### config.mk
export PLATFORM = sky130hd
export DESIGN_NAME = color_blob_centroid_pd_tracker_core
export DESIGN_NICKNAME = d
export VERILOG_FILES = /design/src/rtl/cbt_pkg.sv /design/src/rtl/color_blob_centroid_pd_tracker_core.sv /design/src/rtl/cbt_mul.sv /design/src/rtl/cbt_div.sv
export SDC_FILE = /design/constraint.sdc
export NUM_CORES = 2
export LEC_CHECK = 0
export BUFFER_PORTS_ARGS = -buffer_cell sky130_fd_sc_hd__buf_4
export CAP_MARGIN = 5
export CORE_MARGIN = 5
export CORE_UTILIZATION = 42
export DETAILED_ROUTE_END_ITERATION = 12
export PLACE_DENSITY = 0.71
export SKIP_LAST_GASP = 1
export SLEW_MARGIN = 20
export SYNTH_ARGS = -nofsm -noshare
export SYNTH_HDL_FRONTEND = slang
export SYNTH_SLANG_ARGS = --single-unit
### constraint.sdc
create_clock -name clock -period 10.4 [get_ports clock]
set_input_delay 2.08 -clock clock [delete_from_list [all_inputs] [get_ports clock]]
set_output_delay 2.08 -clock clock [all_outputs]
set_load 0.1 [all_outputs]
### src/rtl/cbt_pkg.sv
// Shared types, constants and helpers for the color blob centroid tracker.
// No dependencies.
package cbt_pkg;

   localparam int SUM_W  = 30;
   localparam int AREA_W = 21;
   localparam int CSR_AW = 3;
   localparam int CSR_DW = 16;

   localparam logic [7:0] HUE_LO = 8'd7;
   localparam logic [7:0] HUE_HI = 8'd17;
   localparam logic [7:0] SAT_LO = 8'd120;
   localparam logic [7:0] VAL_LO = 8'd150;

   localparam logic [CSR_AW-1:0] REG_FRAME_WIDTH  = 3'd0;
   localparam logic [CSR_AW-1:0] REG_FRAME_HEIGHT = 3'd1;
   localparam logic [CSR_AW-1:0] REG_DEAD_BAND    = 3'd2;
   localparam logic [CSR_AW-1:0] REG_GAIN_P_FWD   = 3'd3;
   localparam logic [CSR_AW-1:0] REG_GAIN_D_FWD   = 3'd4;
   localparam logic [CSR_AW-1:0] REG_GAIN_P_LAT   = 3'd5;
   localparam logic [CSR_AW-1:0] REG_GAIN_D_LAT   = 3'd6;
   localparam logic [CSR_AW-1:0] REG_MIN_INTERVAL = 3'd7;

   typedef struct packed {
      logic [7:0]  hue;
      logic [7:0]  saturation;
      logic [7:0]  brightness;
      logic        end_of_frame;
      logic [31:0] frame_time_ms;
   } pixel_type;

   typedef struct packed {
      logic signed [15:0] vel_forward;
      logic signed [15:0] vel_lateral;
      logic [13:0]        centroid_col;
      logic [13:0]        centroid_row;
      logic               target_found;
      logic               command_updated;
   } result_type;

   typedef enum logic [4:0] {
      ST_IDLE, ST_COL_GO, ST_COL_WAIT, ST_ROW_GO, ST_ROW_WAIT, ST_CHECK,
      ST_M1, ST_M2, ST_M3, ST_M4, ST_M5, ST_M6, ST_M7, ST_M8,
      ST_DIV_GO, ST_DIV_WAIT, ST_OUT
   } state_type;

   function automatic logic signed [15:0] sat16(input logic signed [19:0] v);
      logic signed [15:0] r;
      if (v > 20'sd32767) r = 16'sh7FFF;
      else if (v < -20'sd32768) r = 16'sh8000;
      else r = v[15:0];
      return r;
   endfunction

endpackage

### src/rtl/color_blob_centroid_pd_tracker_core.sv
// Color blob centroid tracker with PD velocity command.
// Pixels: one per cycle while idle, each accumulated in the cycle it is accepted.
// End of frame: uses the shared 1-bit-per-cycle divider (two centroid divides
// plus one per command) and 8 steps on the shared multiplier.
// Reset (synchronous, active high) restores defaults, clears FSM, sums and history.
module color_blob_centroid_pd_tracker_core #(
   parameter int MAX_WIDTH  = 1024,
   parameter int MAX_HEIGHT = 1024
) (
   input  logic                      clock,
   input  logic                      reset,
   input  logic                      req_valid,
   output logic                      req_ready,
   input  cbt_pkg::pixel_type        req_data,
   output logic                      rsp_valid,
   input  logic                      rsp_ready,
   output cbt_pkg::result_type       rsp_data,
   input  logic                      csr_wr_en,
   input  logic [cbt_pkg::CSR_AW-1:0] csr_index,
   input  logic [cbt_pkg::CSR_DW-1:0] csr_wdata
);
   localparam int CW  = $clog2(MAX_WIDTH);
   localparam int RW  = $clog2(MAX_HEIGHT);
   localparam int WSW = $clog2(MAX_WIDTH + 1);
   localparam int HSW = $clog2(MAX_HEIGHT + 1);

   // configuration
   logic [10:0]        frame_width_ff, frame_height_ff;
   logic [7:0]         dead_band_ff;
   logic signed [15:0] kp_fwd_ff, kd_fwd_ff, kp_lat_ff, kd_lat_ff;
   logic [15:0]        min_interval_ff;

   cbt_pkg::state_type state_ff, state_in;

   logic [CW-1:0]              col_ff, col_in;
   logic [RW-1:0]              row_ff, row_in;
   logic [cbt_pkg::SUM_W-1:0]  col_sum_ff, col_sum_in, row_sum_ff, row_sum_in;
   logic [cbt_pkg::AREA_W-1:0] area_ff, area_in;
   logic [31:0]                now_ff, now_in, last_ff, last_in, dte_ff, dte_in;
   logic [13:0]                ccol_ff, ccol_in, crow_ff, crow_in;
   logic                       found_ff, found_in, upd_ff, upd_in, lat_ff, lat_in;
   logic signed [15:0]         ef_ff, ef_in, el_ff, el_in;
   logic signed [15:0]         efp_ff, efp_in, elp_ff, elp_in;
   logic signed [15:0]         cmdf_ff, cmdf_in, cmdl_ff, cmdl_in, newf_ff, newf_in;
   logic signed [31:0]         t1_ff, t1_in;
   logic signed [63:0]         acc_ff, acc_in;
   logic [47:0]                den_ff, den_in;
   logic                       rsp_valid_ff, rsp_valid_in;
   cbt_pkg::result_type        rsp_data_ff, rsp_data_in;

   logic [WSW-1:0] w_eff;
   logic [HSW-1:0] h_eff;

   logic signed [32:0] mul_a;
   logic signed [17:0] mul_b;
   logic signed [50:0] mul_p;

   logic        div_start, div_done;
   logic [63:0] div_dividend;
   logic [47:0] div_divisor;
   logic [3:0]  div_qbits;
   logic [15:0] div_quot;

   logic               hit;
   logic [31:0]        dt;
   logic signed [19:0] ef_full, el_full;
   logic signed [15:0] e_cur, ep_cur, kp_cur, kd_cur, cmd_val;
   logic signed [16:0] de_cur;
   logic [16:0]        e_mag;
   logic               in_band, acc_neg;
   logic [17:0]        size_cur;
   logic [63:0]        acc_mag;

   cbt_mul u_mul (.clock(clock), .a(mul_a), .b(mul_b), .p(mul_p));

   cbt_div u_div (
      .clock(clock), .reset(reset), .start(div_start), .dividend(div_dividend),
      .divisor(div_divisor), .qbits(div_qbits), .done(div_done), .quot(div_quot)
   );

   always_comb begin
      if (frame_width_ff == 11'd0) w_eff = WSW'(1);
      else if (32'(frame_width_ff) > MAX_WIDTH) w_eff = WSW'(MAX_WIDTH);
      else w_eff = WSW'(frame_width_ff);
      if (frame_height_ff == 11'd0) h_eff = HSW'(1);
      else if (32'(frame_height_ff) > MAX_HEIGHT) h_eff = HSW'(MAX_HEIGHT);
      else h_eff = HSW'(frame_height_ff);
   end

   assign hit = (req_data.hue >= cbt_pkg::HUE_LO) && (req_data.hue <= cbt_pkg::HUE_HI) &&
                (req_data.saturation >= cbt_pkg::SAT_LO) &&
                (req_data.brightness >= cbt_pkg::VAL_LO);

   assign dt      = now_ff - last_ff;
   assign ef_full = signed'(20'(h_eff >> 1) << 4) - signed'(20'(crow_ff));
   assign el_full = signed'(20'(w_eff >> 1) << 4) - signed'(20'(ccol_ff));

   assign e_cur    = lat_ff ? el_ff : ef_ff;
   assign ep_cur   = lat_ff ? elp_ff : efp_ff;
   assign kp_cur   = lat_ff ? kp_lat_ff : kp_fwd_ff;
   assign kd_cur   = lat_ff ? kd_lat_ff : kd_fwd_ff;
   assign size_cur = lat_ff ? 18'(w_eff) : 18'(h_eff);
   assign de_cur   = 17'(e_cur) - 17'(ep_cur);
   assign e_mag    = e_cur[15] ? -17'(e_cur) : 17'(e_cur);
   assign in_band  = e_mag < {5'd0, dead_band_ff, 4'd0};
   assign acc_neg  = acc_ff[63];
   assign acc_mag  = acc_neg ? 64'(-acc_ff) : 64'(acc_ff);

   always_comb begin
      if (in_band) cmd_val = '0;
      else if (div_quot[15]) cmd_val = acc_neg ? 16'sh8000 : 16'sh7FFF;
      else if (acc_neg) cmd_val = -signed'({1'b0, div_quot[14:0]});
      else cmd_val = signed'({1'b0, div_quot[14:0]});
   end

   always_comb begin
      state_in     = state_ff;
      col_in       = col_ff;
      row_in       = row_ff;
      col_sum_in   = col_sum_ff;
      row_sum_in   = row_sum_ff;
      area_in      = area_ff;
      now_in       = now_ff;
      last_in      = last_ff;
      dte_in       = dte_ff;
      ccol_in      = ccol_ff;
      crow_in      = crow_ff;
      found_in     = found_ff;
      upd_in       = upd_ff;
      lat_in       = lat_ff;
      ef_in        = ef_ff;
      el_in        = el_ff;
      efp_in       = efp_ff;
      elp_in       = elp_ff;
      cmdf_in      = cmdf_ff;
      cmdl_in      = cmdl_ff;
      newf_in      = newf_ff;
      t1_in        = t1_ff;
      acc_in       = acc_ff;
      den_in       = den_ff;
      rsp_data_in  = rsp_data_ff;
      rsp_valid_in = rsp_valid_ff && !rsp_ready;
      req_ready    = 1'b0;
      mul_a        = '0;
      mul_b        = '0;
      div_start    = 1'b0;
      div_dividend = 64'({col_sum_ff, 4'd0});
      div_divisor  = 48'(area_ff);
      div_qbits    = 4'd14;

      unique case (state_ff)
         cbt_pkg::ST_IDLE: begin
            req_ready = 1'b1;
            if (req_valid) begin
               if (hit) begin
                  col_sum_in = col_sum_ff + cbt_pkg::SUM_W'(col_ff);
                  row_sum_in = row_sum_ff + cbt_pkg::SUM_W'(row_ff);
                  area_in    = area_ff + 1'b1;
               end
               if (req_data.end_of_frame) begin
                  now_in   = req_data.frame_time_ms;
                  upd_in   = 1'b0;
                  state_in = cbt_pkg::ST_COL_GO;
               end else if ((32'(col_ff) + 32'd1) >= 32'(w_eff)) begin
                  col_in = '0;
                  row_in = ((32'(row_ff) + 32'd1) >= 32'(h_eff)) ? '0 : row_ff + 1'b1;
               end else begin
                  col_in = col_ff + 1'b1;
               end
            end
         end
         cbt_pkg::ST_COL_GO: begin
            found_in = area_ff != '0;
            if (area_ff == '0) begin
               ccol_in  = '0;
               crow_in  = '0;
               state_in = cbt_pkg::ST_OUT;
            end else begin
               div_start = 1'b1;
               state_in  = cbt_pkg::ST_COL_WAIT;
            end
         end
         cbt_pkg::ST_COL_WAIT: begin
            if (div_done) begin
               ccol_in  = div_quot[14] ? 14'h3FFF : div_quot[13:0];
               state_in = cbt_pkg::ST_ROW_GO;
            end
         end
         cbt_pkg::ST_ROW_GO: begin
            div_dividend = 64'({row_sum_ff, 4'd0});
            div_start    = 1'b1;
            state_in     = cbt_pkg::ST_ROW_WAIT;
         end
         cbt_pkg::ST_ROW_WAIT: begin
            if (div_done) begin
               crow_in  = div_quot[14] ? 14'h3FFF : div_quot[13:0];
               state_in = cbt_pkg::ST_CHECK;
            end
         end
         cbt_pkg::ST_CHECK: begin
            if (dt < 32'(min_interval_ff)) begin
               state_in = cbt_pkg::ST_OUT;
            end else begin
               ef_in    = cbt_pkg::sat16(ef_full);
               el_in    = cbt_pkg::sat16(el_full);
               dte_in   = (dt == 32'd0) ? 32'd1 : dt;
               lat_in   = 1'b0;
               state_in = cbt_pkg::ST_M1;
            end
         end
         // kp*e*dt + kd*(e - e_prev)*1000, and size*dt, in partial products
         cbt_pkg::ST_M1: begin
            mul_a    = 33'(kp_cur);
            mul_b    = 18'(e_cur);
            state_in = cbt_pkg::ST_M2;
         end
         cbt_pkg::ST_M2: begin
            t1_in    = signed'(mul_p[31:0]);
            mul_a    = 33'(signed'(mul_p[31:0]));
            mul_b    = signed'({2'b0, dte_ff[15:0]});
            state_in = cbt_pkg::ST_M3;
         end
         cbt_pkg::ST_M3: begin
            acc_in   = 64'(mul_p);
            mul_a    = 33'(t1_ff);
            mul_b    = signed'({2'b0, dte_ff[31:16]});
            state_in = cbt_pkg::ST_M4;
         end
         cbt_pkg::ST_M4: begin
            acc_in   = acc_ff + (64'(mul_p) <<< 16);
            mul_a    = 33'(kd_cur);
            mul_b    = 18'(de_cur);
            state_in = cbt_pkg::ST_M5;
         end
         cbt_pkg::ST_M5: begin
            mul_a    = signed'(mul_p[32:0]);
            mul_b    = 18'sd1000;
            state_in = cbt_pkg::ST_M6;
         end
         cbt_pkg::ST_M6: begin
            acc_in   = acc_ff + 64'(mul_p);
            mul_a    = signed'(33'(size_cur));
            mul_b    = signed'({2'b0, dte_ff[15:0]});
            state_in = cbt_pkg::ST_M7;
         end
         cbt_pkg::ST_M7: begin
            den_in   = 48'(mul_p);
            mul_a    = signed'(33'(size_cur));
            mul_b    = signed'({2'b0, dte_ff[31:16]});
            state_in = cbt_pkg::ST_M8;
         end
         cbt_pkg::ST_M8: begin
            den_in   = den_ff + (48'(mul_p) << 16);
            state_in = cbt_pkg::ST_DIV_GO;
         end
         cbt_pkg::ST_DIV_GO: begin
            div_dividend = acc_mag;
            div_divisor  = {den_ff[44:0], 3'd0};
            div_qbits    = 4'd15;
            div_start    = 1'b1;
            state_in     = cbt_pkg::ST_DIV_WAIT;
         end
         cbt_pkg::ST_DIV_WAIT: begin
            if (div_done) begin
               if (!lat_ff) begin
                  newf_in  = cmd_val;
                  lat_in   = 1'b1;
                  state_in = cbt_pkg::ST_M1;
               end else begin
                  cmdf_in  = newf_ff;
                  cmdl_in  = cmd_val;
                  efp_in   = ef_ff;
                  elp_in   = el_ff;
                  last_in  = now_ff;
                  upd_in   = 1'b1;
                  state_in = cbt_pkg::ST_OUT;
               end
            end
         end
         cbt_pkg::ST_OUT: begin
            if (!rsp_valid_ff || rsp_ready) begin
               rsp_data_in.vel_forward     = cmdf_ff;
               rsp_data_in.vel_lateral     = cmdl_ff;
               rsp_data_in.centroid_col    = ccol_ff;
               rsp_data_in.centroid_row    = crow_ff;
               rsp_data_in.target_found    = found_ff;
               rsp_data_in.command_updated = upd_ff;
               rsp_valid_in = 1'b1;
               col_in       = '0;
               row_in       = '0;
               col_sum_in   = '0;
               row_sum_in   = '0;
               area_in      = '0;
               state_in     = cbt_pkg::ST_IDLE;
            end
         end
         default: state_in = cbt_pkg::ST_IDLE;
      endcase
   end

   always_ff @(posedge clock) begin
      if (reset) begin
         state_ff        <= cbt_pkg::ST_IDLE;
         frame_width_ff  <= 11'd640;
         frame_height_ff <= 11'd480;
         dead_band_ff    <= 8'd10;
         kp_fwd_ff       <= 16'sd2048;
         kd_fwd_ff       <= -16'sd20;
         kp_lat_ff       <= 16'sd4506;
         kd_lat_ff       <= -16'sd41;
         min_interval_ff <= 16'd333;
         col_ff          <= '0;
         row_ff          <= '0;
         col_sum_ff      <= '0;
         row_sum_ff      <= '0;
         area_ff         <= '0;
         efp_ff          <= '0;
         elp_ff          <= '0;
         last_ff         <= '0;
         cmdf_ff         <= '0;
         cmdl_ff         <= '0;
         rsp_valid_ff    <= 1'b0;
         upd_ff          <= 1'b0;
         found_ff        <= 1'b0;
         lat_ff          <= 1'b0;
      end else begin
         state_ff     <= state_in;
         col_ff       <= col_in;
         row_ff       <= row_in;
         col_sum_ff   <= col_sum_in;
         row_sum_ff   <= row_sum_in;
         area_ff      <= area_in;
         efp_ff       <= efp_in;
         elp_ff       <= elp_in;
         last_ff      <= last_in;
         cmdf_ff      <= cmdf_in;
         cmdl_ff      <= cmdl_in;
         rsp_valid_ff <= rsp_valid_in;
         upd_ff       <= upd_in;
         found_ff     <= found_in;
         lat_ff       <= lat_in;
         if (csr_wr_en) begin
            unique case (csr_index)
               cbt_pkg::REG_FRAME_WIDTH:  frame_width_ff  <= csr_wdata[10:0];
               cbt_pkg::REG_FRAME_HEIGHT: frame_height_ff <= csr_wdata[10:0];
               cbt_pkg::REG_DEAD_BAND:    dead_band_ff    <= csr_wdata[7:0];
               cbt_pkg::REG_GAIN_P_FWD:   kp_fwd_ff       <= signed'(csr_wdata);
               cbt_pkg::REG_GAIN_D_FWD:   kd_fwd_ff       <= signed'(csr_wdata);
               cbt_pkg::REG_GAIN_P_LAT:   kp_lat_ff       <= signed'(csr_wdata);
               cbt_pkg::REG_GAIN_D_LAT:   kd_lat_ff       <= signed'(csr_wdata);
               cbt_pkg::REG_MIN_INTERVAL: min_interval_ff <= csr_wdata;
               default: ;
            endcase
         end
      end
      now_ff      <= now_in;
      dte_ff      <= dte_in;
      ccol_ff     <= ccol_in;
      crow_ff     <= crow_in;
      ef_ff       <= ef_in;
      el_ff       <= el_in;
      newf_ff     <= newf_in;
      t1_ff       <= t1_in;
      acc_ff      <= acc_in;
      den_ff      <= den_in;
      rsp_data_ff <= rsp_data_in;
   end

   assign rsp_valid = rsp_valid_ff;
   assign rsp_data  = rsp_data_ff;
endmodule

### src/rtl/cbt_mul.sv
// Shared signed multiplier with registered product.
// Depends on nothing.
module cbt_mul (
   input  logic               clock,
   input  logic signed [32:0] a,
   input  logic signed [17:0] b,
   output logic signed [50:0] p
);
   logic signed [50:0] p_ff;
   logic signed [50:0] p_in;

   assign p_in = 51'(a) * 51'(b);

   always_ff @(posedge clock) begin
      p_ff <= p_in;
   end

   assign p = p_ff;
endmodule

### src/rtl/cbt_div.sv
// Restoring divider, one quotient bit per cycle, MSB first.
// Produces quotient bits qbits..0; bit qbits set means overflow. Depends on nothing.
module cbt_div (
   input  logic        clock,
   input  logic        reset,
   input  logic        start,
   input  logic [63:0] dividend,
   input  logic [47:0] divisor,
   input  logic [3:0]  qbits,
   output logic        done,
   output logic [15:0] quot
);
   logic [63:0] rem_ff, rem_in;
   logic [63:0] dsh_ff, dsh_in;
   logic [15:0] q_ff, q_in;
   logic [3:0]  cnt_ff, cnt_in;
   logic        busy_ff, busy_in;
   logic        done_ff, done_in;

   always_comb begin
      rem_in  = rem_ff;
      dsh_in  = dsh_ff;
      q_in    = q_ff;
      cnt_in  = cnt_ff;
      busy_in = busy_ff;
      done_in = 1'b0;
      if (start) begin
         rem_in  = dividend;
         dsh_in  = 64'(divisor) << qbits;
         q_in    = '0;
         cnt_in  = qbits;
         busy_in = 1'b1;
      end else if (busy_ff) begin
         if (rem_ff >= dsh_ff) begin
            rem_in = rem_ff - dsh_ff;
            q_in   = {q_ff[14:0], 1'b1};
         end else begin
            q_in   = {q_ff[14:0], 1'b0};
         end
         dsh_in = dsh_ff >> 1;
         cnt_in = cnt_ff - 4'd1;
         if (cnt_ff == 4'd0) begin
            busy_in = 1'b0;
            done_in = 1'b1;
         end
      end
   end

   always_ff @(posedge clock) begin
      if (reset) begin
         busy_ff <= 1'b0;
         done_ff <= 1'b0;
         cnt_ff  <= '0;
      end else begin
         busy_ff <= busy_in;
         done_ff <= done_in;
         cnt_ff  <= cnt_in;
      end
      rem_ff <= rem_in;
      dsh_ff <= dsh_in;
      q_ff   <= q_in;
   end

   assign done = done_ff;
   assign quot = q_ff;
endmodule
After elaboration in Yosys (flattened, before gate mapping)
Index checks and enable logic that the tools add are counted.

Register bits after elaboration: 863. Output and inout bits: 64. Logic and storage cells: 256.

Add/sub/neg operators: 19. Multiply operators: 1. $lt $le $gt $ge: 15. Equal/unequal tests: 35. Shift operators: 1. Mux-type cells: 85. Bitwise logic cells: 3. Reduce and logical (&&, ||, !) cells: 51.

Operators with widths (number): $mux W64 (6); $pmux W33 S6 (1); $pmux W64 S3 (1); $mux W16 (10); $mux W30 (5); $pmux W64 S2 (1); $pmux W30 S2 (2); $pmux W48 S2 (1); $pmux W18 S5 (1); $pmux W5 S17 (1); $mux W10 (8); $add A64 B51 Y64 (1); $add A64 B64 Y64 (1); $ge A64 B64 Y1 (1); $neg A64 Y64 (1); $shl A48 B4 Y64 (1); $sub A64 B64 Y64 (1); $mux W21 (3); $add A30 B10 Y30 (2); $pmux W14 S2 (2); $mux W11 (5); $mul A33 B18 Y51 (1); $add A48 B48 Y48 (1); $mux W48 (1); other kinds (57) (152).

Depth between registers and ports, before layout
Depth after elaboration: 9. Mapped depth: 45. Mapped depth without buffers: 37.

Hierarchy
A second synthesis with hierarchy kept.

Cell total of the unflattened synthesis: 8580. Area total of the unflattened synthesis: 75473.6 um^2.

Modules (own cells, without submodules): color_blob_centroid_pd_tracker_core (times used 1, cells each 4760, area each 41546.1 um^2); cbt_mul (times used 1, cells each 2396, area each 21495.6 um^2); cbt_div (times used 1, cells each 1424, area each 12431.9 um^2).

Worst setup path after synthesis
Ideal clock, no wire load.

Path type: register to register. Start: register lat_ff. End: register u_mul.p_ff[48] (netlist: u_mul.p[48]). Library setup time: 127 ps. Data arrival time: 11098 ps. Data required time: 10273 ps. Path slack: -825 ps. Stages on the path, launching flop included: 42. Path buffers: 8. Period minus slack after synthesis: 11225 ps. Cells stage by stage: dfxtp_1 > buf_2 > buf_2 > buf_1 > buf_2 > clkbuf_1 > buf_2 > mux2_2 > ha_1 > fa_1 > nor2b_1 > o21ai_0 > a21boi_0 > o21a_1 > o21ai_0 > a211o_1 > a41oi_1 > o311ai_0 > (+6 left out) > fa_1 > fa_1 > fa_1 > inv_1 > fa_1 > inv_1 > ha_1 > and2_1 > a221o_1 > nor3_1 > o21ai_0 > a32oi_1 > a22oi_1 > o21a_1 > a31o_2 > a221oi_1 > o21ai_0 > xor2_1.

Longest elaborated chain between the ends: 4. Elaborated cells on any way between the ends: 9.

Ends and longest elaborated chain: from (decl) (RTL line color_blob_centroid_pd_tracker_core.sv:41) `logic found_ff, found_in, upd_ff, upd_in, lat_ff, lat_in;`; from (signal assigned) (RTL line color_blob_centroid_pd_tracker_core.sv:341) `lat_ff <= lat_in;`; $mux W16, on equally long branches (RTL line color_blob_centroid_pd_tracker_core.sv:98, color_blob_centroid_pd_tracker_core.sv:99); $sub A16 B16 Y17 (RTL line color_blob_centroid_pd_tracker_core.sv:103) `assign de_cur = 17'(e_cur) - 17'(ep_cur);`; $pmux W18 S5 (RTL line color_blob_centroid_pd_tracker_core.sv:151) `unique case (state_ff)`; $mul A33 B18 Y51 (*) (RTL line cbt_mul.sv:12) `assign p_in = 51'(a) * 51'(b);`; named net u_mul.p_in[48] (RTL line cbt_mul.sv:10) `logic signed [50:0] p_in;`; to (signal assigned) (RTL line cbt_mul.sv:15) `p_ff <= p_in;`; to (decl) (RTL line cbt_mul.sv:9) `logic signed [50:0] p_ff;`.

Mark *: on every way through the listed nets, which the timed path passes. The rest lies on a longest branch. A chain may end at the register's enable or synchronous reset.

Final worst setup path
Ends and elaborated chain as after synthesis.

==> impl_metrics.json <==
{
  "synth.lib_cells_used.distinct": 92,
  "layout_skew_ns": 0.0755,
  "cts.hold.buffers_added": 0,
  "grt_antenna_before_repair": 2,
  "postSynthAreaPerCell_sq_um": 8.84,
  "die_area_sq_um": 181000,
  "die_height_microns": 426,
  "critical_path_buf_inv_count": 6,
  "status": "completed",
  "multiInputGateArea_sq_um": 46000,
  "pwr-share-seq": 0.453,
  "layout.filler_cells": 16000,
  "placement_rows": 152,
  "drc": 0,
  "layout.cells.most_common": "nand2_1",
  "layout-drive-gt1-share": 0.0685,
  "synth_area_sq_um": 72600,
  "place.gp.congestion": 0.948,
  "drt-total-wl_mm": 213,
  "ys_async_sr_fraction": 0,
  "port_buffers": 140,
  "gr-total-overflow": 0,
  "endpoint_kind": "flop",
  "first_pass_iters": 9,
  "timing.critical_path.from_type": "flop",
  "grt_pass1_vias": 60100,
  "finalHoldViolCount": 0,
  "first_iteration_detailed_routing_drc_count": 5394,
  "synthToLayoutAreaGrowth_pct": 10.1,
  "cts.clk_slew.worst_paths_ns": 0.08,
  "power.density_cell_area_nw_per_um2": 103,
  "design.final.nets": 9327,
  "seq_area_sq_um": 21900,
  "hpwl_mm": 163,
  "drtAntennaViolNets": 0,
  "clock_power_share": 0.440,
  "cp.required_ns": 10.99,
  "min_period_over_period": 0.957,
  "finish.instance_area_sq_um": 79900,
  "synthesis_warning_total": 0,
  "clockRootBuffer": "clkbuf_16",
  "core_footprint_sq_um": 172000,
  "floorplan.io_pins": 145,
  "power.share.switching": 0.261,
  "cts_num_sinks": 859,
  "synth_enable_flop_cells": 470,
  "critPathMostFrequentCell": "fa_1",
  "timing_worst_setup_path_type": "reg -> reg",
  "slew-limit-headroom": 0.243,
  "clock_latency_ns": 0.74,
  "global_route_wire_length_before_repair_mm": 336,
  "slowest_delay_ns": 0.63,
  "shortest_period_the_worst_path_allows_ns": 9.96,
  "synth_top_cells_by_area": "edfxtp_1 19%, fa_1 16%, dfxtp_1 11%, ha_1 8.0%, nand2_1 5.7%",
  "placed_area_sq_um": 76300,
  "p_comb_frac": 0.106,
  "tritoncts": "yes",
  "setup-tns-final_ns": 0,
  "dr_total_vias": 60200,
  "critical_path_cell_with_the_highest_stage_delay": "or4b_2",
  "power.internal_w": 0.00608,
  "max-clock-path-buffers": 3,
  "finish.utilization": 0.465,
  "gr-usage-all-layers": 0.232,
  "layout_common_cells": "1096 x nand2_1, 943 x inv_1, 704 x nor2_1",
  "main_synth_ff_type": "edfxtp_1",
  "worst_path_dominant_cell_family": "adder cells",
  "post-synth-top-area-cell": "edfxtp_1",
  "report.final.slew_viol_count": 0,
  "upper_clock_frequency_limit_ghz": 0.100,
  "cts-buffers-inserted": 96,
  "vdd_drop_max_v": 0.000143,
  "critical_path_arrival_ns": 10.55,
  "power_leakage_nw": 33.7,
  "timing.final.setup_violations": 0,
  "post_synth_inst_count": 8209,
  "grt_max_degree": 104,
  "path_max_fanout": 73,
  "wire_per_inst_microns": 20.1,
  "seq_area_frac_synth": 0.302,
  "ys_seq_elements": 859,
  "synth_fp_nets": 9331,
  "synthDominantCellAreaShare": 0.195,
  "cts_htree_levels": 3,
  "min-delay-path-class": "reg -> reg",
  "die-width_microns": 426,
  "max_slew.worst_pin.slew_ns": 1.14,
  "cap_viol_max_count": 0,
  "initial_utilization": 0.422,
  "net-switching-power_w": 0.00214,
  "route.detailed.vias_per_inst": 5.68
}
## cells in the mapped netlist (all sizes together) (46+ instances only)
master and number:
a211o 50, a211oi 46, a21o 181, a21oi 557
a22oi 50, a31oi 62, and2 68, and3 57
clkbuf 341, dfxtp 389, edfxtp 470, fa 578
ha 463, inv 943, mux2i 94, nand2 1100
nand2b 91, nand3 107, nand4 67, nor2 711
nor2b 124, nor3 102, o21a 55, o21ai 416
o21bai 59, or3 54, xnor2 207, xor2 214
## through the flow
| stage | std cells | power [W] | setup WS [ns] | hold WS, ns |
|---|---|---|---|---|
| after floorplan | 8209 | 0.00441 | 0.00956 | 0.408 |
| after global placement | 10400 | 0.00463 | 0.142 | 0.414 |
| after detailed placement | 10400 | 0.00466 | 0.0503 | 0.417 |
| after CTS | 10600 | 0.00826 | 0.00580 | 0.426 |
| after global routing | 10600 | 0.00851 | -0.00450 | 0.436 |
| final | 10600 | 0.00823 | 0.442 | 0.428 |
## path summary, 6_finish.rpt
kind / start / end / slack, ns / cells after the start
worst min-delay path: cmdf_ff[5] / rsp_data[51] / 0.43 / 0
worst max register to register: lat_ff / u_mul.p[48] / 0.44 / 33
worst min register to register: cmdf_ff[5] / rsp_data[51] / 0.43 / 0
worst max-delay path: lat_ff / u_mul.p[48] / 0.44 / 33
## logic make-up after synthesis
group                      Yosys count  share of synthesized area
and+or+nand+nor                   2631                      0.164
AOI/OAI and AO/OA                 1813                      0.159
buffers and inverters             1330                     0.0691
adders and majority gates         1041                      0.239
DFF                                859                      0.302
xor gates and xnor gates           421                     0.0508
muxes                              114                     0.0161
## area by class of cell
| class | instances | share of cell area |
|---|---|---|
| Clock inverter | 56 | 0.00866 |
| Timing Repair Buffer | 283 | 0.0276 |
| Antenna cell | 1 | 0.0000313 |
| Inverter | 944 | 0.0444 |
| Tap cell | 2310 | 0.0362 |
| Clock buffer | 126 | 0.0333 |
| Sequential cell | 859 | 0.274 |
| Multi-Input combinational cell | 6021 | 0.575 |
## state kept, by name (all words and copies together) (netlist names), 21 cells and up
name          flops
now_ff           32
col_sum_ff       30
area_ff          21
rsp_data         62
acc_ff           64
den_ff           45
u_div.rem_ff     64
t1_ff            32
dte_ff           32
u_div.dsh_ff     63
row_sum_ff       30
u_mul.p          51
last_ff          32
## power by group through the flow
stage,clock network (W),logic [W],registers [W]
3_3_place_gp,0,0.000835,0.00380
3_5_place_dp,0,0.000855,0.00380
5_1_grt,0.00382,0.000958,0.00373
6_report,0.00362,0.000875,0.00373
4_1_cts,0.00367,0.000864,0.00373
2_1_floorplan,0,0.000589,0.00382
## layer usage
layer  GRT usage  up-vias  wire, microns
met5           0        -             17
met1       0.315    29500          90400
met4      0.0817        2           8150
met2       0.377     2321          97900
met3      0.0353      459          16500
li1            -    27900              -
## what timing repair did
action,in CTS,in global routing
endpoints found under the setup margin,0,13
gates resized for setup,0,19
buffers inserted,0,4
(Power assumes the default switching activity.)
